### config.mk
export PLATFORM = sky130hd
export DESIGN_NAME = top_k_heavy_hitter_table_flat
export DESIGN_NICKNAME = d
export VERILOG_FILES = /design/src/rtl/thh_pkg.sv /design/src/rtl/thh_item_if.sv /design/src/rtl/thh_result_if.sv /design/src/rtl/thh_ctrl.sv /design/src/rtl/thh_datapath.sv /design/src/rtl/top_k_heavy_hitter_table.sv /design/src/flat_wrapper.sv
export VERILOG_INCLUDE_DIRS = /design/src /design/src/rtl
export SDC_FILE = /design/constraint.sdc
export NUM_CORES = 1
export LEC_CHECK = 0
export ABC_AREA = 1
export ABC_CLOCK_PERIOD_IN_PS = 11820
export BUFFER_PORTS_ARGS = -buffer_cell sky130_fd_sc_hd__buf_4
export CAP_MARGIN = 20
export CORE_MARGIN = 1
export CORE_UTILIZATION = 30
export DETAILED_ROUTE_END_ITERATION = 6
export MAX_ROUTING_LAYER = met4
export PLACE_DENSITY = 0.4
export SKIP_CTS_REPAIR_TIMING = 1
export SLEW_MARGIN = 10
export SYNTH_ARGS = -nofsm -noshare
export SYNTH_HDL_FRONTEND = slang
export SYNTH_SLANG_ARGS = --single-unit
### constraint.sdc
create_clock -name clk -period 11.82 [get_ports clk]
set_input_delay 1.182 -clock clk [delete_from_list [all_inputs] [get_ports clk]]
set_output_delay 1.182 -clock clk [all_outputs]
set_load 0.02 [all_outputs]
### src/rtl/top_k_heavy_hitter_table_macros.svh
// Assertion helpers shared by the table modules.
`ifndef TOP_K_HEAVY_HITTER_TABLE_MACROS_SVH
`define TOP_K_HEAVY_HITTER_TABLE_MACROS_SVH

// Same-cycle implication, checked outside reset.
`define THH_ASSERT_NOW(label, ante, cons, msg) \
  label: assert property (@(posedge clk) disable iff (rst) (ante) |-> (cons)) \
    else $error(msg);

// Next-cycle implication, checked outside reset.
`define THH_ASSERT_NEXT(label, ante, cons, msg) \
  label: assert property (@(posedge clk) disable iff (rst) (ante) |=> (cons)) \
    else $error(msg);

`endif

### src/rtl/thh_pkg.sv
package thh_pkg;

  localparam int NUM_SLOTS_DEFAULT = 16;

  localparam int CMD_W   = 2;
  localparam int KEY_W   = 32;
  localparam int COUNT_W = 32;
  localparam int ACT_W   = 2;
  localparam int SLOT_W  = 4;
  localparam int EVENT_W = 32;

  localparam logic [COUNT_W-1:0] COUNT_MAX = '1;

  localparam logic [CMD_W-1:0] CMD_ADD   = 2'd0;
  localparam logic [CMD_W-1:0] CMD_QUERY = 2'd1;
  localparam logic [CMD_W-1:0] CMD_CLEAR = 2'd2;

  localparam logic [ACT_W-1:0] ACT_UPDATED  = 2'd0;
  localparam logic [ACT_W-1:0] ACT_REPLACED = 2'd1;
  localparam logic [ACT_W-1:0] ACT_REJECTED = 2'd2;
  localparam logic [ACT_W-1:0] ACT_CLEARED  = 2'd3;

  // controller -> datapath
  typedef struct packed {
    logic take;    // input may be accepted
    logic scan;    // issue the next slot read
    logic commit;  // write back and load the result register
  } thh_cmd_t;

  // datapath -> controller
  typedef struct packed {
    logic accepted;  // word taken this cycle
    logic lookup;    // accepted word needs a slot scan
    logic last;      // read of the final slot issued this cycle
    logic out_free;  // result register can be loaded
  } thh_sts_t;

endpackage

### src/rtl/thh_item_if.sv
interface thh_item_if;
  import thh_pkg::*;

  logic               valid;
  logic               ready;
  logic [CMD_W-1:0]   command;
  logic [KEY_W-1:0]   key;
  logic [COUNT_W-1:0] estimate;

  modport source (output valid, output command, output key, output estimate, input ready);
  modport sink   (input valid, input command, input key, input estimate, output ready);
endinterface

### src/rtl/thh_result_if.sv
interface thh_result_if;
  import thh_pkg::*;

  logic               valid;
  logic               ready;
  logic [ACT_W-1:0]   action;
  logic [SLOT_W-1:0]  slot;
  logic [EVENT_W-1:0] events_seen;

  modport source (output valid, output action, output slot, output events_seen, input ready);
  modport sink   (input valid, input action, input slot, input events_seen, output ready);
endinterface

### src/rtl/thh_ctrl.sv
`include "top_k_heavy_hitter_table_macros.svh"

module thh_ctrl (
  input  logic             clk,
  input  logic             rst,
  input  thh_pkg::thh_sts_t sts,
  output thh_pkg::thh_cmd_t cmd
);
  import thh_pkg::*;

  localparam logic [1:0] ST_IDLE   = 2'd0;
  localparam logic [1:0] ST_SCAN   = 2'd1;
  localparam logic [1:0] ST_LAST   = 2'd2;
  localparam logic [1:0] ST_COMMIT = 2'd3;

  logic [1:0] state;
  logic [1:0] state_next;

  always_comb begin
    state_next = state;
    unique case (state)
      ST_IDLE: begin
        if (sts.accepted) begin
          state_next = sts.lookup ? ST_SCAN : ST_COMMIT;
        end
      end
      ST_SCAN: begin
        if (sts.last) begin
          state_next = ST_LAST;
        end
      end
      // data of the final slot is compared here
      ST_LAST: begin
        state_next = ST_COMMIT;
      end
      ST_COMMIT: begin
        if (sts.out_free) begin
          state_next = ST_IDLE;
        end
      end
      default: begin
        state_next = ST_IDLE;
      end
    endcase
  end

  always_ff @(posedge clk) begin
    if (rst) begin
      state <= ST_IDLE;
    end else begin
      state <= state_next;
    end
  end

  assign cmd.take   = (state == ST_IDLE);
  assign cmd.scan   = (state == ST_SCAN);
  assign cmd.commit = (state == ST_COMMIT);

  `THH_ASSERT_NEXT(a_direct_commit, sts.accepted && !sts.lookup, state == ST_COMMIT, "no commit after non-lookup word")
  `THH_ASSERT_NEXT(a_scan_end, (state == ST_SCAN) && sts.last, state == ST_LAST, "scan did not end after final slot")
  `THH_ASSERT_NOW(a_accept_idle, sts.accepted, state == ST_IDLE, "word accepted while busy")

endmodule

### src/rtl/thh_datapath.sv
`include "top_k_heavy_hitter_table_macros.svh"

module thh_datapath #(
  parameter int NUM_SLOTS = thh_pkg::NUM_SLOTS_DEFAULT
) (
  input  logic              clk,
  input  logic              rst,
  thh_item_if.sink          items,
  thh_result_if.source      results,
  input  thh_pkg::thh_cmd_t cmd,
  output thh_pkg::thh_sts_t sts
);
  import thh_pkg::*;

  localparam int IDX_W = (NUM_SLOTS > 1) ? $clog2(NUM_SLOTS) : 1;
  localparam logic [IDX_W-1:0] LAST_IDX = IDX_W'(NUM_SLOTS - 1);

  // slot memory, single write and single registered read port
  logic [KEY_W-1:0]   mem_key   [NUM_SLOTS];
  logic [COUNT_W-1:0] mem_count [NUM_SLOTS];
  logic [NUM_SLOTS-1:0] slot_valid;

  logic [CMD_W-1:0]   item_cmd;
  logic [KEY_W-1:0]   item_key;
  logic [COUNT_W-1:0] item_est;

  logic [IDX_W-1:0]   cnt;
  logic               d_vld;
  logic [IDX_W-1:0]   d_idx;
  logic [KEY_W-1:0]   rd_key;
  logic [COUNT_W-1:0] rd_count;
  logic               rd_ok;
  logic [KEY_W-1:0]   eff_key;
  logic [COUNT_W-1:0] eff_count;

  logic               found;
  logic [IDX_W-1:0]   found_at;
  logic [COUNT_W-1:0] low;
  logic [IDX_W-1:0]   low_at;

  logic [EVENT_W-1:0] event_total;

  logic               out_valid;
  logic [ACT_W-1:0]   out_action;
  logic [SLOT_W-1:0]  out_slot;
  logic [EVENT_W-1:0] out_events;

  logic               accept;
  logic               commit;
  logic [ACT_W-1:0]   act_next;
  logic [IDX_W-1:0]   where_next;
  logic [EVENT_W-1:0] events_next;
  logic               wr_en;
  logic               clear_all;
  logic [IDX_W+SLOT_W-1:0] where_ext;

  assign items.ready = cmd.take;
  assign accept      = items.valid && cmd.take;
  assign commit      = cmd.commit && sts.out_free;

  assign sts.accepted = accept;
  assign sts.lookup   = (items.command == CMD_ADD) || (items.command == CMD_QUERY);
  assign sts.last     = cmd.scan && (cnt == LAST_IDX);
  assign sts.out_free = !out_valid || results.ready;

  always_ff @(posedge clk) begin
    if (accept) begin
      item_cmd <= items.command;
      item_key <= items.key;
      item_est <= items.estimate;
    end
  end

  always_ff @(posedge clk) begin
    if (rst) begin
      cnt   <= '0;
      d_vld <= 1'b0;
    end else begin
      d_vld <= cmd.scan;
      if (accept) begin
        cnt <= '0;
      end else if (cmd.scan) begin
        cnt <= cnt + 1'b1;
      end
    end
  end

  always_ff @(posedge clk) begin
    d_idx    <= cnt;
    rd_key   <= mem_key[cnt];
    rd_count <= mem_count[cnt];
    rd_ok    <= slot_valid[cnt];
  end

  // a slot never written since reset or clear holds key 0, count 0
  assign eff_key   = rd_ok ? rd_key : '0;
  assign eff_count = rd_ok ? rd_count : '0;

  always_ff @(posedge clk) begin
    if (rst) begin
      found <= 1'b0;
    end else if (accept) begin
      found <= 1'b0;
    end else if (d_vld && !found && (eff_key == item_key)) begin
      found <= 1'b1;
    end
  end

  always_ff @(posedge clk) begin
    if (accept) begin
      found_at <= '0;
      low      <= COUNT_MAX;
      low_at   <= '0;
    end else if (d_vld && !found) begin
      if (eff_key == item_key) begin
        found_at <= d_idx;
      end else if (eff_count < low) begin
        low    <= eff_count;
        low_at <= d_idx;
      end
    end
  end

  always_comb begin
    act_next    = ACT_REJECTED;
    where_next  = '0;
    events_next = event_total;
    wr_en       = 1'b0;
    clear_all   = 1'b0;
    unique case (item_cmd)
      CMD_ADD, CMD_QUERY: begin
        if (item_cmd == CMD_ADD) begin
          events_next = event_total + 1'b1;
        end
        if (found) begin
          act_next   = ACT_UPDATED;
          where_next = found_at;
          wr_en      = 1'b1;
        end else if (item_est > low) begin
          act_next   = ACT_REPLACED;
          where_next = low_at;
          wr_en      = 1'b1;
        end
      end
      CMD_CLEAR: begin
        act_next    = ACT_CLEARED;
        events_next = '0;
        clear_all   = 1'b1;
      end
      default: begin
        act_next = ACT_REJECTED;
      end
    endcase
  end

  assign where_ext = {{SLOT_W{1'b0}}, where_next};

  always_ff @(posedge clk) begin
    if (commit && wr_en) begin
      mem_key[where_next]   <= item_key;
      mem_count[where_next] <= item_est;
    end
  end

  always_ff @(posedge clk) begin
    if (rst) begin
      slot_valid  <= '0;
      event_total <= '0;
    end else if (commit) begin
      event_total <= events_next;
      if (clear_all) begin
        slot_valid <= '0;
      end else if (wr_en) begin
        slot_valid[where_next] <= 1'b1;
      end
    end
  end

  always_ff @(posedge clk) begin
    if (rst) begin
      out_valid <= 1'b0;
    end else if (commit) begin
      out_valid <= 1'b1;
    end else if (results.ready) begin
      out_valid <= 1'b0;
    end
  end

  always_ff @(posedge clk) begin
    if (commit) begin
      out_action <= act_next;
      out_slot   <= where_ext[SLOT_W-1:0];
      out_events <= events_next;
    end
  end

  assign results.valid       = out_valid;
  assign results.action      = out_action;
  assign results.slot        = out_slot;
  assign results.events_seen = out_events;

  `THH_ASSERT_NEXT(a_commit_loads, commit, out_valid, "result register not loaded on commit")
  `THH_ASSERT_NEXT(a_clear_wipes, commit && clear_all, (event_total == '0) && (slot_valid == '0), "clear left state behind")
  `THH_ASSERT_NEXT(a_scan_restart, accept, !found && (cnt == '0), "scan state not reset on accept")

endmodule

### src/rtl/top_k_heavy_hitter_table.sv
// Top-k heavy hitter table. Each word on items carries a command, a key and
// the sketch's count estimate; exactly one word per item comes back on
// results. Add and query scan the NUM_SLOTS slots through the single read
// port of the slot memory, one slot a cycle; such an item passes through
// accept, scan, final compare and write-back; write-back waits while the
// output register is full. Clear and the unused command skip the scan.
// One item is in work at a time; a new word is accepted while a
// finished result still waits in the output register. Per-slot valid bits
// make reset and clear take effect at once, with no clearing pass.
module top_k_heavy_hitter_table #(
  parameter int NUM_SLOTS = thh_pkg::NUM_SLOTS_DEFAULT
) (
  input  logic         clk,
  input  logic         rst,
  thh_item_if.sink     items,
  thh_result_if.source results
);
  import thh_pkg::*;

  thh_cmd_t cmd;
  thh_sts_t sts;

  thh_ctrl u_ctrl (
    .clk (clk),
    .rst (rst),
    .sts (sts),
    .cmd (cmd)
  );

  thh_datapath #(
    .NUM_SLOTS (NUM_SLOTS)
  ) u_datapath (
    .clk     (clk),
    .rst     (rst),
    .items   (items),
    .results (results),
    .cmd     (cmd),
    .sts     (sts)
  );

endmodule
### src/flat_wrapper.sv
// flat-port wrapper written by rule: the top's interface ports become plain ports
module top_k_heavy_hitter_table_flat import thh_pkg::*;
#(
  parameter int NUM_SLOTS = thh_pkg::NUM_SLOTS_DEFAULT
)
  (clk, rst, items_valid, items_command, items_key, items_estimate, items_ready, results_valid, results_action, results_slot, results_events_seen, results_ready);
  thh_item_if items_i ();
  thh_result_if results_i ();
  input  logic clk;
  input  logic rst;
  input wire logic [$bits(items_i.valid)-1:0] items_valid;
  input wire logic [$bits(items_i.command)-1:0] items_command;
  input wire logic [$bits(items_i.key)-1:0] items_key;
  input wire logic [$bits(items_i.estimate)-1:0] items_estimate;
  output wire logic [$bits(items_i.ready)-1:0] items_ready;
  output wire logic [$bits(results_i.valid)-1:0] results_valid;
  output wire logic [$bits(results_i.action)-1:0] results_action;
  output wire logic [$bits(results_i.slot)-1:0] results_slot;
  output wire logic [$bits(results_i.events_seen)-1:0] results_events_seen;
  input wire logic [$bits(results_i.ready)-1:0] results_ready;
  assign items_i.valid = items_valid;
  assign items_i.command = items_command;
  assign items_i.key = items_key;
  assign items_i.estimate = items_estimate;
  assign items_ready = items_i.ready;
  assign results_valid = results_i.valid;
  assign results_action = results_i.action;
  assign results_slot = results_i.slot;
  assign results_events_seen = results_i.events_seen;
  assign results_i.ready = results_ready;
  top_k_heavy_hitter_table #(.NUM_SLOTS(NUM_SLOTS)) u_core (.clk(clk), .rst(rst), .items(items_i), .results(results_i));
endmodule
[After elaboration in Yosys (flattened, before gate mapping)]
Memory sizes are Yosys's and may differ from the RTL's. A register that Yosys moved wholly into a read port is not among the register bits.
Index checks and enable logic that the tools add are counted.
Operators by class
  add/subtract/negate cells: 2
  magnitude comparators: 5
  equality and inequality tests: 11
  multiplexer cells: 29
  bitwise operators: 2
  reductions and logical operators: 22
Operators with widths (count)
  $mux 32: 3
  $pmux 32 s2: 1
  $add 32x1->32 const B: 1
  $eq 32x32->1: 1
  $gt 32x32->1: 1
  $lt 32x32->1: 1
  $mux 16: 2
  $or 16x16->16: 1
  $mux 2: 6
  $mux 4: 3
  $lt 4x5->1 const B: 2
  $mux 1: 10
  $pmux 2 s4: 1
  $logic_and 1x1->1: 7
  $eq 2x1->1 const B: 3
  $eq 2x2->1 const B: 3
  $logic_not 2->1: 3
  $ne 2x1->1 const B: 3
  $reduce_and 3->1: 2
  $add 4x1->4 const B: 1
  $bmux 1 s4: 1
  $demux 1 s4: 1
  $eq 4x4->1 const B: 1
  $ge 4x1->1 const B: 1
  other kinds (7): 12
Word-level totals
  bits in registers: 206
  memory bits (writable): 1024
  word-level logic and storage cells: 91
  memories kept: 2
Memories
  u_core.u_datapath.mem_count: words 16, width 32, rd ports 1, clocked after Yosys merged registers in 1, wr ports 1, RTL line thh_datapath.sv:20  | logic [COUNT_W-1:0] mem_count [NUM_SLOTS];
  u_core.u_datapath.mem_key: words 16, width 32, rd ports 1, clocked after Yosys merged registers in 1, wr ports 1, RTL line thh_datapath.sv:19  | logic [KEY_W-1:0] mem_key [NUM_SLOTS];

[Depth between registers and ports, before layout]
  depth in word-level cells: 11
  depth in mapped cells: 20
  depth with buffers taken out: 19

[Hierarchy]
From an unflattened synthesis, not the netlist that was laid out.
Second synthesis, totals
  cell total of the unflattened synthesis: 4064
  area total of the unflattened synthesis: 50786.2 um^2
Modules (own cells, without submodules)
  thh_datapath: times used 1, cells an instance 4036, area an instance 50598.5 um^2, sequential area each 37155.6 um^2
  thh_ctrl: times used 1, cells an instance 28, area an instance 187.7 um^2, sequential area each 40.0 um^2

[Worst setup path before layout]
OpenSTA, ideal clock, no wires.
  path type: input to register
  start: input port results_ready
  end: memory u_core.u_datapath.mem_count[11][0] (enable)
  setup time: 0.644 ns
  arrival time: 7.925 ns
  data required time: 11.176 ns
  path slack: 3.252 ns
  stages: 6
  path buffers: 0
  cell sequence: inv_1 > nand2_1 > nand2_1 > inv_1 > nand3_1 > nor4_1
Between the ends
  word-level cells in the longest chain between the ends: 5
Ends and longest elaborated chain
  from (decl): RTL line flat_wrapper.sv:20  | input wire logic [$bits(results_i.ready)-1:0] results_ready;
  $logic_or 1x1->1: RTL line thh_datapath.sv:64  | assign sts.out_free = !out_valid || results.ready;
  $logic_and 1x1->1: RTL line thh_datapath.sv:59  | assign commit = cmd.commit && sts.out_free;
  $logic_and 1x1->1: RTL line thh_datapath.sv:159  | if (commit && wr_en) begin
  $mux 1: RTL line thh_datapath.sv:159
  $mux 1 (implied by the code): RTL line thh_datapath.sv:161  | mem_count[where_next] <= item_est;
  to (decl): RTL line thh_datapath.sv:20
Every way passes these cells.

[Worst setup path in the final report]
  start: register u_core.u_datapath.item_est[7]
  end: memory u_core.u_datapath.mem_key[8][14] (enable)
Between the ends
  word-level cells in the longest chain between the ends: 7
Ends and longest elaborated chain
  from (decl): RTL line thh_datapath.sv:25  | logic [COUNT_W-1:0] item_est;
  from (signal assigned): RTL line thh_datapath.sv:70  | item_est <= items.estimate;
  $gt 32x32->1 (*): RTL line thh_datapath.sv:139  | end else if (item_est > low) begin
  $mux 1: RTL line thh_datapath.sv:139
  $mux 1: RTL line thh_datapath.sv:135  | if (found) begin
  $mux 1: RTL line thh_datapath.sv:130  | unique case (item_cmd)
  $logic_and 1x1->1: RTL line thh_datapath.sv:159
  $mux 1: RTL line thh_datapath.sv:159
  $mux 1 (implied by the code): RTL line thh_datapath.sv:160  | mem_key[where_next] <= item_key;
  to (decl): RTL line thh_datapath.sv:19
Mark *: on every way between the ends. The rest lies on a longest branch, timed or not.

==> qor.csv <==
metric,value,unit
Max Cap Viol,0,
GRT Overall Usage,17.99,%
IO buf count,109,
setup slack at placement,6572,ps
layout cells sized above 1,10.46,%
Synth cell types,41,
worst-skew pair later-pin latency,790,ps
RSZ-0062 raised after global routing,false,
synth warn,0,
R2R Path Start,u_core.u_datapath.item_est[7],
CTS sink cnt,1294,
Hold WS,408.5,ps
area growth from synthesis to layout,16.09,%
Leakage,20.25,nW
status,"complete, no violations",
Max stage delay on crit path,810,ps
syn_nets,4178,
worst setup margin,6808,ps
"delay-heaviest family, CP",simple AND/OR/NAND/NOR gates,
CTS Root Cell,clkbuf_16,
WP buf/inv,2,
number of synthesized flops with an enable pin,1128,
per-cell routed wire length,23.15,µm
reg2reg end,u_core.u_datapath.mem_key[8][14],
Synth top area share,66.79,%
Ports,110,
Slew Limit Fails,0,
hold_sp,u_core.u_datapath.cnt[3],
most frequent cells after synthesis,"edfxtp_1, nor2_1, o21ai_0, nand2_1, nand3_1",
routability congestion estimate,0.7709,
Post-synth ARST share,0,%
Worst path most repeated cell,nand2_1,
Core Rows,150,
slowest CP cell,buf_4,
chip width,413.1,µm
clk buf depth,3,
Worst Hold Class,reg -> reg,
"Max FO, Critical Path",44,
Syn Area/Cell,12.56,µm²
largest net degree at the start of global routing,181,
Overflow after GRT,0,
Worst Tran Pin Value,1072,ps
htree depth,4,
startpoint types,flop,
Final Skew,28.60,ps
crit path cell chain,"ha_1, nand2_1, nor2_1, nand2_1, nand2_1, nand2_1, nand2_1, nand2_1, nand2_1, nand2_1, nand2_1, nand3_1, o21ai_2, nand3_1, inv_4, buf_4",
Initial DRT Pass Iterations,6,
Residual DRC,0,
worst hold path depth,0,
"Seq/Total Area, Yosys",73.35,%
Worst EP required,12210,ps
core area,167400,µm²
main area contributors after synthesis,"edfxtp_1, dfxtp_1, o21ai_0",
Mapped Area,50710,µm²
FF-to-FF path depth,16,
Final Hold Viols,0,
fin util,35.17,%
Crit path arrival time,5400,ps
1st-iter DRT viols,1952,
CTS tree,built,
CP endpoint kind,flop,
DRT Wirelength,149500,µm
Layout fillers,16479,
Setup TNS,0,ps
Final period util,42.41,%
CTS Buf Count,153,
fmax,199.5,MHz
Routed Antenna Nets,0,
first-pass GRT wire length,218900,µm
Main synth FF type,edfxtp_1,
Critical Setup Path Class,reg -> reg,
Vias per Instance,4.893,
Initial Util,30.29,%
Worst Hold Path EP,u_core.u_datapath.d_idx[3],
Final HPWL DP,78610,µm
area of the die,170700,µm²
min Tclk post-route,5012,ps
Yosys reg bits,1294,
maximum VDD drop,0.0001549,V
vias in the first global route,31636,
final-stage net count,4262,
initial antenna violation count,2,
Pwr Density,203.5,nW/µm²
most frequent cell after synthesis,edfxtp_1,
cells after synthesis,4039,
Worst-path clk slew,60,ps
post-synth top area cell,edfxtp_1,
Die Y,413.1,µm
setup violators final,0,
via count,31612,
Inserted Diodes,0,
max-slew headroom at the worst pin,28.51,%
"setup slack, reg-to-reg",6810,ps
==> per-stage QoR <==
stage	total power [W]	instances	instance area [µm²]
final	0.01198	6460	58870
after global routing	0.01254	6460	58870
after CTS	0.01216	6460	58870
after detailed placement	0.007418	6172	53880
after global placement	0.007432	6172	53880
after floorplan	0.006720	4039	50710
==> logic make-up (layout without fill, tap and decap cells) <==
| group | count (synthesis) | after routing | share of synthesized area (%) |
|---|---|---|---|
| fa+ha+maj | 69 | 69 | 1.702 |
| buf+inv | 433 | 650 | 3.365 |
| compound gates | 976 | 976 | 10.99 |
| simple gates | 1242 | 1242 | 10.14 |
| flops | 1294 | 1294 | 73.35 |
| xor+xnor | 25 | 25 | 0.4614 |
==> metal layers <==
layer,track usage (%),vias up,part of all wire (%)
met4,4.466,0,1.9
met3,2.592,173,3.8
met5,-,-,0
met1,24.28,15837,47
met2,28.41,627,47
li1,-,14975,-
==> flip-flops by register name, summed over array words and instances (netlist names), 2 cells and up <==
name	cells
u_core.u_datapath.low_at	4
u_core.u_datapath.slot_valid	16
u_core.u_datapath.rd_count	32
u_core.u_datapath.mem_key	512
u_core.u_datapath.rd_key	32
u_core.u_datapath.d_idx	4
u_core.u_datapath.item_est	32
u_core.u_ctrl.state	2
u_core.u_datapath.results.events_seen	32
u_core.u_datapath.item_cmd	2
u_core.u_datapath.results.action	2
u_core.u_datapath.item_key	32
u_core.u_datapath.mem_count	512
u_core.u_datapath.results.slot	4
u_core.u_datapath.found_at	4
u_core.u_datapath.low	32
u_core.u_datapath.cnt	4
u_core.u_datapath.event_total	32
==> power by group <==
part | switching (W) | total (W) | internal (W)
Sequential | 0.000304 | 0.00566 | 0.00535
Clock | 0.00193 | 0.00470 | 0.00276
Combinational | 0.00116 | 0.00163 | 0.000468
Total | 0.00340 | 0.0120 | 0.00859
==> how the worst max path moves through the flow <==
stage / endpoint / cells past startpoint / from
5_1_grt: u_core.u_datapath.mem_key[8][14] / 16 / u_core.u_datapath.item_est[7]
6_report: u_core.u_datapath.mem_key[8][14] / 16 / u_core.u_datapath.item_est[7]
2_1_floorplan: u_core.u_datapath.mem_count[11][0] / 6 / results_ready
3_3_place_gp: u_core.u_datapath.mem_key[8][14] / 12 / results_ready
3_5_place_dp: u_core.u_datapath.mem_key[8][14] / 12 / results_ready
4_1_cts: u_core.u_datapath.mem_key[8][14] / 16 / u_core.u_datapath.item_est[7]
==> placed cells by master (no fill, tap or decap), types with 46 or more instances in the layout <==
cell / Yosys / final
inv_1: 184 / 166
edfxtp_1: 1128 / 1128
clkbuf_1: 202 / 46
buf_4: 0 / 171
nor2_1: 589 / 587
o221ai_1: 105 / 105
a21oi_1: 97 / 97
ha_1: 69 / 69
nand3_1: 221 / 221
o21ai_0: 576 / 576
nand2_1: 360 / 360
dfxtp_1: 166 / 162
clkbuf_16: 0 / 154
o22ai_1: 151 / 151
==> layout make-up <==
cell class / count / area (µm²) / share of cell area [%]
Clock buffer: 213 / 4205 / 7.143
Timing Repair Buffer: 172 / 1304 / 2.215
Multi-Input combinational cell: 2312 / 11830 / 20.10
Tap cell: 2204 / 2758 / 4.684
Inverter: 190 / 772.0 / 1.311
Clock inverter: 75 / 790.8 / 1.343
Sequential cell: 1294 / 37210 / 63.21
Note: power is estimated with default switching activity, not from simulation.
